### config.mk
export PLATFORM = sky130hd
export DESIGN_NAME = obstacle_avoidance_controller_unit
export DESIGN_NICKNAME = d
export VERILOG_FILES = /design/src/sv/oac_pkg.sv /design/src/sv/oac_core.sv /design/src/sv/obstacle_avoidance_controller_unit.sv
export SDC_FILE = /design/constraint.sdc
export NUM_CORES = 1
export LEC_CHECK = 0
export ABC_AREA = 1
export ABC_CLOCK_PERIOD_IN_PS = 2500
export BUFFER_PORTS_ARGS = -buffer_cell sky130_fd_sc_hd__buf_2
export CORE_UTILIZATION = 30
export DETAILED_ROUTE_END_ITERATION = 6
export MAX_ROUTING_LAYER = met4
export PLACE_DENSITY_LB_ADDON = 0.1
export SLEW_MARGIN = 10
export SYNTH_ARGS = -nofsm -noshare
export SYNTH_HDL_FRONTEND = slang
export SYNTH_SLANG_ARGS = --single-unit
### constraint.sdc
create_clock -name clk -period 2.5 [get_ports clk]
set_input_delay 0.375 -clock clk [delete_from_list [all_inputs] [get_ports clk]]
set_output_delay 0.375 -clock clk [all_outputs]
set_load 0.005 [all_outputs]
### src/sv/oac_pkg.sv
// Shared types and constants for the obstacle avoidance controller.
// No dependencies; imported by oac_core and obstacle_avoidance_controller_unit.
package oac_pkg;

  typedef logic signed [8:0] cmd_t;
  typedef logic [15:0]       range_t;
  typedef logic [8:0]        heading_t;
  typedef logic signed [10:0] hdiff_t;

  typedef enum logic [1:0] {
    ACT_SPEED = 2'd0,
    ACT_ANGLE = 2'd1,
    ACT_TICK  = 2'd2
  } action_t;

  typedef enum logic {
    CFG_SAFE = 1'b0,
    CFG_STOP = 1'b1
  } cfg_reg_t;

  localparam range_t   SAFE_RESET  = 16'd0;
  localparam range_t   STOP_RESET  = 16'd400;
  localparam hdiff_t   HEAD_AVOID  = 11'sd45;
  localparam hdiff_t   HEAD_TOL    = 11'sd2;
  localparam cmd_t     STEER_RIGHT = 9'sd90;
  localparam cmd_t     STEER_LEFT  = -9'sd90;

  typedef struct packed {
    action_t  action;
    cmd_t     command_value;
    range_t   front_range;
    range_t   left_front_range;
    range_t   right_front_range;
    range_t   rear_range;
    heading_t compass_heading;
  } item_t;

  typedef struct packed {
    logic collision_flag;
    logic obstacle_flag;
    cmd_t angle_command;
    logic angle_issued;
    cmd_t speed_command;
    logic speed_issued;
  } result_t;

  typedef struct packed {
    cmd_t     wanted_speed;
    cmd_t     applied_speed;
    cmd_t     wanted_angle;
    cmd_t     applied_angle;
    heading_t reference_heading;
    logic     avoiding_obstacle;
    logic     avoiding_collision;
    logic     veered_right;
    logic     veered_left;
  } state_t;

endpackage

### src/sv/oac_core.sv
// Per-request decision logic: next controller state and result from one request.
// Depends on oac_pkg.
module oac_core
  import oac_pkg::*;
(
  input  state_t  st,
  input  item_t   item,
  input  range_t  safe_distance,
  input  range_t  stop_distance,
  output state_t  st_nxt,
  output result_t res
);

  logic   right_free;
  logic   left_free;
  logic   rear_free;
  hdiff_t moved;
  hdiff_t moved_r;
  hdiff_t moved_l;
  range_t halt_range;

  always_comb begin
    right_free = (item.right_front_range == '0) || (item.right_front_range >= safe_distance);
    left_free  = (item.left_front_range == '0) || (item.left_front_range >= safe_distance);
    rear_free  = (item.rear_range == '0) || (item.rear_range >= safe_distance);
    moved   = $signed({2'b00, item.compass_heading}) - $signed({2'b00, st.reference_heading});
    // a fresh veer resets the reference first, so it has not moved yet
    moved_r = st.veered_right ? moved : '0;
    moved_l = st.veered_left ? moved : '0;
    halt_range = (st.wanted_speed >= 0) ? item.front_range : item.rear_range;

    st_nxt = st;
    res    = '0;

    case (item.action)
      ACT_SPEED: begin
        st_nxt.wanted_speed = item.command_value;
      end
      ACT_ANGLE: begin
        st_nxt.wanted_angle = item.command_value;
        if (!st.avoiding_obstacle) begin
          res.angle_issued     = 1'b1;
          res.angle_command    = item.command_value;
          st_nxt.applied_angle = item.command_value;
        end
      end
      ACT_TICK: begin
        if (st.applied_speed > 0) begin
          if (item.front_range < safe_distance) begin
            if (right_free) begin
              st_nxt.veered_right = 1'b1;
              if (!st.veered_right) begin
                st_nxt.avoiding_obstacle = 1'b1;
                st_nxt.reference_heading = item.compass_heading;
              end
              if (HEAD_AVOID > moved_r + HEAD_TOL) begin
                res.angle_issued  = 1'b1;
                res.angle_command = STEER_RIGHT;
              end else begin
                st_nxt.reference_heading = item.compass_heading;
                st_nxt.avoiding_obstacle = 1'b0;
              end
            end else if (left_free) begin
              st_nxt.veered_left = 1'b1;
              if (!st.veered_left) begin
                st_nxt.avoiding_obstacle = 1'b1;
                st_nxt.reference_heading = item.compass_heading;
              end
              if (-HEAD_AVOID < moved_l - HEAD_TOL) begin
                res.angle_issued  = 1'b1;
                res.angle_command = STEER_LEFT;
              end else begin
                st_nxt.reference_heading = item.compass_heading;
                st_nxt.avoiding_obstacle = 1'b0;
              end
            end else begin
              st_nxt.avoiding_obstacle = 1'b0;
              st_nxt.veered_right      = 1'b0;
              st_nxt.veered_left       = 1'b0;
            end
          end else if (st.veered_right) begin
            if (left_free) begin
              st_nxt.reference_heading = item.compass_heading;
              res.angle_issued         = 1'b1;
              res.angle_command        = STEER_LEFT;
              st_nxt.veered_right      = 1'b0;
            end
            st_nxt.avoiding_obstacle = 1'b0;
          end else if (st.veered_left) begin
            if (right_free) begin
              st_nxt.reference_heading = item.compass_heading;
              res.angle_issued         = 1'b1;
              res.angle_command        = STEER_RIGHT;
              st_nxt.veered_left       = 1'b0;
            end
            st_nxt.avoiding_obstacle = 1'b0;
          end
        end else if (st.applied_speed < 0) begin
          st_nxt.avoiding_obstacle = !rear_free;
          if (st.veered_right) st_nxt.veered_right = 1'b0;
          else                 st_nxt.veered_left  = 1'b0;
          if (st.applied_angle != st.wanted_angle) begin
            res.angle_issued    = 1'b1;
            res.angle_command   = st.applied_angle;
            st_nxt.wanted_angle = st.applied_angle;
          end
        end else begin
          st_nxt.avoiding_obstacle = 1'b0;
        end

        // halt check; repeating it within one tick changes nothing
        if ((halt_range < stop_distance) && (halt_range != '0)) begin
          res.speed_issued          = 1'b1;
          res.speed_command         = '0;
          st_nxt.applied_speed      = '0;
          st_nxt.avoiding_collision = 1'b1;
        end else if (st.applied_speed != st.wanted_speed) begin
          res.speed_issued          = 1'b1;
          res.speed_command         = st.wanted_speed;
          st_nxt.applied_speed      = st.wanted_speed;
          st_nxt.avoiding_collision = 1'b0;
        end
      end
      default: begin
      end
    endcase

    res.obstacle_flag  = st_nxt.avoiding_obstacle;
    res.collision_flag = st_nxt.avoiding_collision;
  end

endmodule

### src/sv/obstacle_avoidance_controller_unit.sv
// Top level of the obstacle avoidance controller: stream ports, config registers,
// input and result registers. Depends on oac_pkg and oac_core.
//
// One request in, one result out. A request is taken into an input register and
// decided against the controller state once the output register is free or its
// result is being taken; the state is updated in that same cycle and the result
// lands in an output register. A new request can be taken every cycle while the
// sink takes results. in_tready drops only when both the input and the output
// registers hold data the sink has not taken. Configuration writes are always
// taken (cfg_ready is high) and should be made while the block is idle.
module obstacle_avoidance_controller_unit
  import oac_pkg::*;
(
  input  logic        clk,
  input  logic        rst_n,
  input  logic        in_tvalid,
  output logic        in_tready,
  input  logic [87:0] in_tdata,   // command_value[8:0], front_range[24:9],
                                  // left_front_range[40:25], right_front_range[56:41],
                                  // rear_range[72:57], compass_heading[81:73], zero pad
  input  logic [1:0]  in_tuser,   // action[1:0]
  output logic        out_tvalid,
  input  logic        out_tready,
  output logic [23:0] out_tdata,  // speed_issued[0], speed_command[9:1],
                                  // angle_issued[10], angle_command[19:11],
                                  // obstacle_flag[20], collision_flag[21], zero pad
  input  logic        cfg_valid,
  output logic        cfg_ready,
  input  logic        cfg_index,
  input  logic [15:0] cfg_data
);

  logic    s1_valid_r;
  item_t   s1_item_r;
  logic    out_valid_r;
  result_t out_item_r;
  state_t  state_r;
  state_t  state_nxt;
  result_t res_nxt;
  range_t  safe_r;
  range_t  stop_r;
  item_t   in_item;
  logic    advance;

  assign in_item = '{
    action:            action_t'(in_tuser),
    command_value:     in_tdata[8:0],
    front_range:       in_tdata[24:9],
    left_front_range:  in_tdata[40:25],
    right_front_range: in_tdata[56:41],
    rear_range:        in_tdata[72:57],
    compass_heading:   in_tdata[81:73]
  };

  assign advance   = s1_valid_r && (!out_valid_r || out_tready);
  assign in_tready = !s1_valid_r || advance;
  assign cfg_ready = 1'b1;

  oac_core u_core (
    .st            (state_r),
    .item          (s1_item_r),
    .safe_distance (safe_r),
    .stop_distance (stop_r),
    .st_nxt        (state_nxt),
    .res           (res_nxt)
  );

  always_ff @(posedge clk) begin
    if (!rst_n) begin
      safe_r <= SAFE_RESET;
      stop_r <= STOP_RESET;
    end else if (cfg_valid && cfg_ready) begin
      unique case (cfg_reg_t'(cfg_index))
        CFG_SAFE: safe_r <= cfg_data;
        CFG_STOP: stop_r <= cfg_data;
        default: begin
        end
      endcase
    end
  end

  always_ff @(posedge clk) begin
    if (!rst_n) begin
      s1_valid_r  <= 1'b0;
      out_valid_r <= 1'b0;
      state_r     <= '0;
    end else begin
      if (in_tvalid && in_tready) s1_valid_r <= 1'b1;
      else if (advance)           s1_valid_r <= 1'b0;
      if (advance) begin
        out_valid_r <= 1'b1;
        state_r     <= state_nxt;
      end else if (out_tready) begin
        out_valid_r <= 1'b0;
      end
    end
  end

  always_ff @(posedge clk) begin
    if (in_tvalid && in_tready) s1_item_r <= in_item;
    if (advance)                out_item_r <= res_nxt;
  end

  assign out_tvalid = out_valid_r;
  assign out_tdata  = {2'b00, out_item_r};

endmodule

* After elaboration in Yosys (flattened, before gate mapping)
Index checks and enable logic that the tools add are counted.
Storage, ports and cells: bits in registers 189, input port bits 112, output and inout port bits 27, word-level logic and storage cells 150
Operators by class: add/subtract/negate cells 3, order comparisons 10, eq/ne operators 15, mux-type cells 59, bitwise operators 4, reductions and logical operators 33
Operators by type and width (number):
- two-way mux 10 bit | 19
- two-way mux 9 bit | 8
- greater-or-equal comparator 16 bit | 3
- zero test 16 bit | 3
- < comparator 16 bit | 2
- two-way mux 11 bit | 2
- two-way mux 1 bit | 21
- one-hot mux 10 bit (2 select lines) | 1
- inequality test 9 bit | 2
- one-hot mux 9 bit (2 select lines) | 1
- two-way mux 16 bit | 1
- two-way mux 8 bit | 2
- nonzero test 16 bit | 1
- adder 11 x 3 -> 11 bit (second input constant) | 1
- > comparator 7 x 11 -> 1 bit (first input constant) | 1
- < comparator 7 x 11 -> 1 bit (first input constant) | 1
- subtractor 11 x 3 -> 11 bit (second input constant) | 1
- nonzero test 2 bit | 5
- subtractor 9 x 9 -> 10 bit | 1
- greater-or-equal comparator 9 x 1 -> 1 bit (second input constant) | 1
- > comparator 9 x 1 -> 1 bit (second input constant) | 1
- < comparator 9 x 1 -> 1 bit (second input constant) | 1
- AND reduction 9 bit | 1
- inequality test 2 x 1 -> 1 bit (second input constant) | 4
- 21 further kinds | 40

* Logic depth before layout (Yosys ltp)
word-level depth 10, depth in mapped cells 23, depth with buffers taken out 23

* Modules after synthesis
From an unflattened synthesis, not the netlist that was laid out.
Second synthesis, totals: cell total of the unflattened synthesis 1453, area, all modules 11372.2 µm²
By module, submodules not included:
- obstacle_avoidance_controller_unit | instances 1, cells each 585, area an instance 6567.5 µm², seq. area each 4844.6 µm²
- oac_core | instances 1, cells each 868, area an instance 4804.6 µm², seq. area each 0.0 µm²

* Least setup slack after synthesis
No wires, ideal clock.
path type input to register, from input port out_tready, to register s1_item_r[0] (netlist bit) (enable), library setup time 0.438 ns, data arrival time 2.235 ns, required time 2.062 ns, path slack -0.173 ns, stages on the path 4, buffers on the path 0, cell sequence inv_1 nand3_1 nand2_1 inv_1
On the way: word-level cells in the longest chain between the ends 4
RTL lines:
- from (decl) | line obstacle_avoidance_controller_unit.sv:23 | input logic out_tready,
- logical OR 1 bit | line obstacle_avoidance_controller_unit.sv:55 | assign advance = s1_valid_r && (!out_valid_r || out_tready);
- logical AND 1 bit | line obstacle_avoidance_controller_unit.sv:55
- logical OR 1 bit | line obstacle_avoidance_controller_unit.sv:56 | assign in_tready = !s1_valid_r || advance;
- named net in_tready | line obstacle_avoidance_controller_unit.sv:17 | output logic in_tready,
- logical AND 1 bit | line obstacle_avoidance_controller_unit.sv:100 | if (in_tvalid && in_tready) s1_item_r <= in_item;
- to (signal assigned) | line obstacle_avoidance_controller_unit.sv:100
- to (decl) | line obstacle_avoidance_controller_unit.sv:34 | item_t s1_item_r;
The timed path passes the listed nets, and every way through them passes these cells. A chain may end at the register's enable or synchronous reset.

* Worst setup path after layout
from register s1_item_r[0] (netlist bit), to register state_r[11] (netlist bit)
On the way: word-level cells in the longest chain between the ends 8, elaborated cells between the ends (all ways) 15, classes of those cells add/sub (3); order compare (2); eq/ne (2); mux (7); reduce/logical (1)
RTL lines:
- subtractor 9 x 9 -> 10 bit * | line oac_core.sv:26 | moved = $signed({2'b00, item.compass_heading}) - $signed({2'b00, st.reference_heading});
- two-way mux 11 bit | line oac_core.sv:29 | moved_l = st.veered_left ? moved : '0;
- subtractor 11 x 3 -> 11 bit | line oac_core.sv:69 | if (-HEAD_AVOID < moved_l - HEAD_TOL) begin
- < comparator 7 x 11 -> 1 bit | line oac_core.sv:69
- two-way mux 10 bit | line oac_core.sv:69
- two-way mux 9 bit | line oac_core.sv:63 | end else if (left_free) begin
- two-way mux 10 bit | line oac_core.sv:50 | if (right_free) begin
- two-way mux 10 bit | line oac_core.sv:49 | if (item.front_range < safe_distance) begin
- to (signal assigned) | line obstacle_avoidance_controller_unit.sv:92 | state_r <= state_nxt;
- to (decl) | line obstacle_avoidance_controller_unit.sv:37 | state_t state_r;
Every way passes the cells marked *; elsewhere a longest branch is shown, timed or not. The select of a mux whose other input is x is not followed.

==> metrics.txt <==
# TYPE chip_impl_metric gauge
chip_impl_info{name="outcome",value="complete, but fails checks"} 1
chip_impl_info{name="failed_checks",value="setup timing"} 1
chip_impl_metric{name="cts.sink_count",unit=""} 189
chip_impl_metric{name="period_share",unit="%"} 110
chip_impl_metric{name="detail_route.wirelength",unit="um"} 28800
chip_impl_metric{name="rows",unit=""} 66
chip_impl_metric{name="route.antenna.remaining_nets",unit=""} 0
chip_impl_info{name="worst_setup_path_startpoint",value="s1_item_r[0]"} 1
chip_impl_info{name="grt_setup_unrepaired",value="yes"} 1
chip_impl_metric{name="tightest_slew",unit="ps"} 629
chip_impl_metric{name="synth_cell_type_count",unit=""} 46
chip_impl_metric{name="num_vias",unit=""} 8407
chip_impl_metric{name="leakage",unit="nW"} 5.48
chip_impl_metric{name="detail_route.wl_per_cell",unit="um"} 15.9
chip_impl_metric{name="fmax",unit="MHz"} 362
chip_impl_metric{name="routed_via_density",unit=""} 4.63
chip_impl_metric{name="final_critical_path_setup_slack",unit="ps"} -261
chip_impl_metric{name="drt_iter0_drc",unit=""} 424
chip_impl_metric{name="ir_drop",unit="mV"} 0.630
chip_impl_info{name="cp-start-kind",value="flop"} 1
chip_impl_metric{name="totalPowerFinal",unit="mW"} 7.66
chip_impl_metric{name="critical_path_data_arrival_time",unit="ps"} 3110
chip_impl_metric{name="floorplan.io_pins",unit=""} 139
chip_impl_metric{name="grt_overflow_total",unit=""} 0
chip_impl_metric{name="slew-limit-headroom",unit="%"} 58.0
chip_impl_info{name="critPathCapture",value="state_r[11]"} 1
chip_impl_metric{name="cts.path.max_buffers",unit=""} 2
chip_impl_metric{name="fraction_of_layout_instances_using_a_drive_strength_above_1",unit="%"} 25.9
chip_impl_metric{name="crit_path_max_fanout",unit=""} 9
chip_impl_metric{name="largest_net_degree_at_the_start_of_global_routing",unit=""} 42
chip_impl_metric{name="post-place-cells",unit=""} 1776
chip_impl_metric{name="drv_cap",unit=""} 0
chip_impl_metric{name="h-tree-depth",unit=""} 4
chip_impl_metric{name="drc",unit=""} 0
chip_impl_metric{name="placedInstanceArea",unit="um^2"} 11800
chip_impl_metric{name="pd_cells",unit="nW/um^2"} 599
chip_impl_metric{name="core",unit="um^2"} 32700
chip_impl_metric{name="n_antenna_cell",unit=""} 0
chip_impl_metric{name="grt_usage",unit="%"} 17.8
chip_impl_metric{name="critical_path_cell_count",unit=""} 19
chip_impl_metric{name="yosys_register_bits",unit=""} 189
chip_impl_info{name="layout_commonest_cell",value="nand2_1"} 1
chip_impl_metric{name="timing.final.max_slew_violations",unit=""} 0
chip_impl_metric{name="effective_utilization_at_floorplan",unit="%"} 30.6
chip_impl_metric{name="first_global_vias",unit=""} 8205
chip_impl_metric{name="finalNetCount",unit=""} 1565
chip_impl_metric{name="path_clk_slew",unit="ps"} 70
chip_impl_info{name="worst-setup-path-type",value="flop to flop"} 1
chip_impl_metric{name="worstSkewPairLatency",unit="ps"} 450
chip_impl_metric{name="synthesis_to_finish_area_growth",unit="%"} 27.8
chip_impl_info{name="timing.rr.end",value="state_r[11]"} 1
chip_impl_metric{name="syn-instance-count",unit=""} 1140
chip_impl_info{name="min_from",value="in_tdata[78]"} 1
chip_impl_metric{name="clock_period_minus_final_worst_setup_slack",unit="ps"} 2760
chip_impl_info{name="cts.root.buffer_cell",value="clkbuf_16"} 1
chip_impl_metric{name="post_synth.cell_area_avg",unit="um^2"} 8.78
chip_impl_metric{name="post-route-cell-area",unit="um^2"} 12800
chip_impl_metric{name="report.final.hold_viol_count",unit=""} 0
chip_impl_metric{name="placement.io_buffers",unit=""} 129
chip_impl_metric{name="yosysWarnings",unit=""} 0
chip_impl_metric{name="final_estimated_routing_congestion_in_global_placement",unit=""} 0.871
chip_impl_info{name="cpMaxStageDelayCell",value="fa_2"} 1
chip_impl_metric{name="dieArea",unit="um^2"} 34100
chip_impl_metric{name="dp.final_hpwl",unit="um"} 22100
chip_impl_metric{name="chip_width",unit="um"} 185
chip_impl_metric{name="sequential_share_of_the_synthesized_area",unit="%"} 48.4
chip_impl_metric{name="instances_no_fill",unit=""} 1816
chip_impl_info{name="worstSetupEndpointType",value="flop"} 1
chip_impl_info{name="cp_common_cell",value="nand2_1"} 1
chip_impl_info{name="cp_cell_sequence",value="inv_2 -> ha_4 -> fa_2 -> or2_4 -> ha_4 -> inv_2 -> nand4_1 -> nand3_1 -> nand2_1 -> nand3_1 -> nand2_1 -> nor2_2 -> nand2_2 -> nand2_4 -> nand4_4 -> nand3_4 -> nand2_1 -> nand2_1 -> nor2_1"} 1
chip_impl_info{name="hold_path.class",value="input pin to flop"} 1
chip_impl_metric{name="die_h",unit="um"} 185
chip_impl_metric{name="fin_worst_skew",unit="ps"} 13.6
chip_impl_metric{name="drtPass1Iterations",unit=""} 5
chip_impl_metric{name="initial_antenna_violation_count",unit=""} 0
chip_impl_metric{name="critPathRequiredTime",unit="ps"} 2850
chip_impl_metric{name="syn-cell-area",unit="um^2"} 10000
chip_impl_metric{name="finish_stage_setup_viols",unit=""} 20
chip_impl_info{name="worstReg2RegStart",value="s1_item_r[0]"} 1
chip_impl_info{name="critical-path-top-delay-family",value="simple AND/OR/NAND/NOR gates"} 1
chip_impl_metric{name="worstRegToRegCells",unit=""} 19
chip_impl_metric{name="finalCoreUtilization",unit="%"} 39.1
chip_impl_info{name="cts_tree",value="built"} 1
chip_impl_metric{name="cp.buffers_inverters",unit=""} 2
chip_impl_metric{name="hold-worst-slack",unit="ps"} 98.2
chip_impl_metric{name="cts_buffers",unit=""} 17
chip_impl_metric{name="critical-path-max-stage-delay",unit="ps"} 420
chip_impl_metric{name="grt_pass1_wl",unit="um"} 44100
chip_impl_metric{name="ff2ff_setup_slack",unit="ps"} -260
chip_impl_info{name="final_cell_mix",value="nand2_1 (244), a21oi_1 (134), buf_2 (129), inv_1 (111), edfxtp_1 (106)"} 1
-- what timing repair did --
item / 4_1_cts / 5_1_grt
cloned: 1 / 3
endpoints found under the setup margin: 29 / 43
hold endpoints to repair: 0 / 0
setup buffers: 1 / 3
gates resized for setup: 6 / 76
pin swaps: 1 / 32
hold buffers: 0 / 0
-- power breakdown --
group	leakage [nW]	internal (mW)	switching, mW
Clock	0.264	1.41	1.23
Combinational	3.51	0.590	0.853
Sequential	1.71	3.46	0.114
Total	5.48	5.47	2.19
-- cell type report --
class | instances | area (um^2)
fillers | 3387 | 19900
multi-input cells | 797 | 4910
flip-flops and latches | 189 | 4850
repair buffers | 228 | 1430
well taps | 442 | 553
clock buffers | 24 | 503
inverters | 128 | 487
clock inverters | 8 | 57.6
-- routing by layer --
layer,global-route usage (%),wire length [um]
met1,22.5,13700
met2,28.8,13800
met3,2.96,701
met4,5.72,585
met5,-,0
-- synth_stat cells, drive strengths merged --
library cell / instances / area [um^2]
a22oi: 1 / 7.51
o221ai: 1 / 8.76
nand3: 43 / 250
o211ai: 10 / 75.1
dfxtp: 83 / 1660
or2: 2 / 12.5
conb: 2 / 7.51
a21oi: 142 / 714
o21ai: 81 / 409
nor2: 64 / 263
and2: 1 / 6.26
xnor2: 2 / 17.5
edfxtp: 106 / 3180
a311oi: 1 / 8.76
xor2: 9 / 78.8
clkinv: 3 / 11.3
nand4: 22 / 156
o2111ai: 3 / 26.3
a31oi: 10 / 62.6
nor3: 11 / 55.1
inv: 125 / 469
a21boi: 1 / 7.51
a221oi: 1 / 8.76
buf: 12 / 93.8
nor4b: 1 / 8.76
o21a: 2 / 15.0
nor4: 17 / 106
nand2: 271 / 1040
ha: 91 / 1140
nand3b: 2 / 15.0
fa: 1 / 20.0
clkbuf: 19 / 71.3
-- cells by family (layout without fill, tap and decap cells) --
family / after synthesis / after routing / share of synthesized area (%)
AND/OR/NAND/NOR: 434 / 438 / 19.1
flip-flops: 189 / 189 / 48.4
XOR/XNOR: 11 / 11 / 0.963
adder cells (fa/ha/maj): 92 / 92 / 11.6
other: 2 / 3 / 0.0750
AO/OA/AOI/OAI: 253 / 253 / 13.4
buffers and inverters: 159 / 388 / 6.45
-- per-stage QoR --
stage | worst slack [ps] | TNS [ps]
finish | -261 | -3760
global route | -417 | -7470
CTS | -252 | -4190
detailed placement | -287 | -4870
global placement | -233 | -3700
floorplan | -68.4 | -323
-- how the worst min path moves through the flow --
stage,endpoint,cells after the start
after floorplan,stop_r[10],2
after global placement,stop_r[1],2
after detailed placement,stop_r[12],2
after CTS,s1_item_r[5],1
after global routing,s1_item_r[4],1
final,s1_item_r[5],1
-- sequential cells by signal, indices dropped and copies added (netlist names) --
signal / flops
s1_item_r: 84
safe_r: 16
out_tdata: 22
state_r: 49
stop_r: 16
s1_valid_r: 1
out_tvalid: 1
Note: power is estimated with default switching activity, not from simulation.
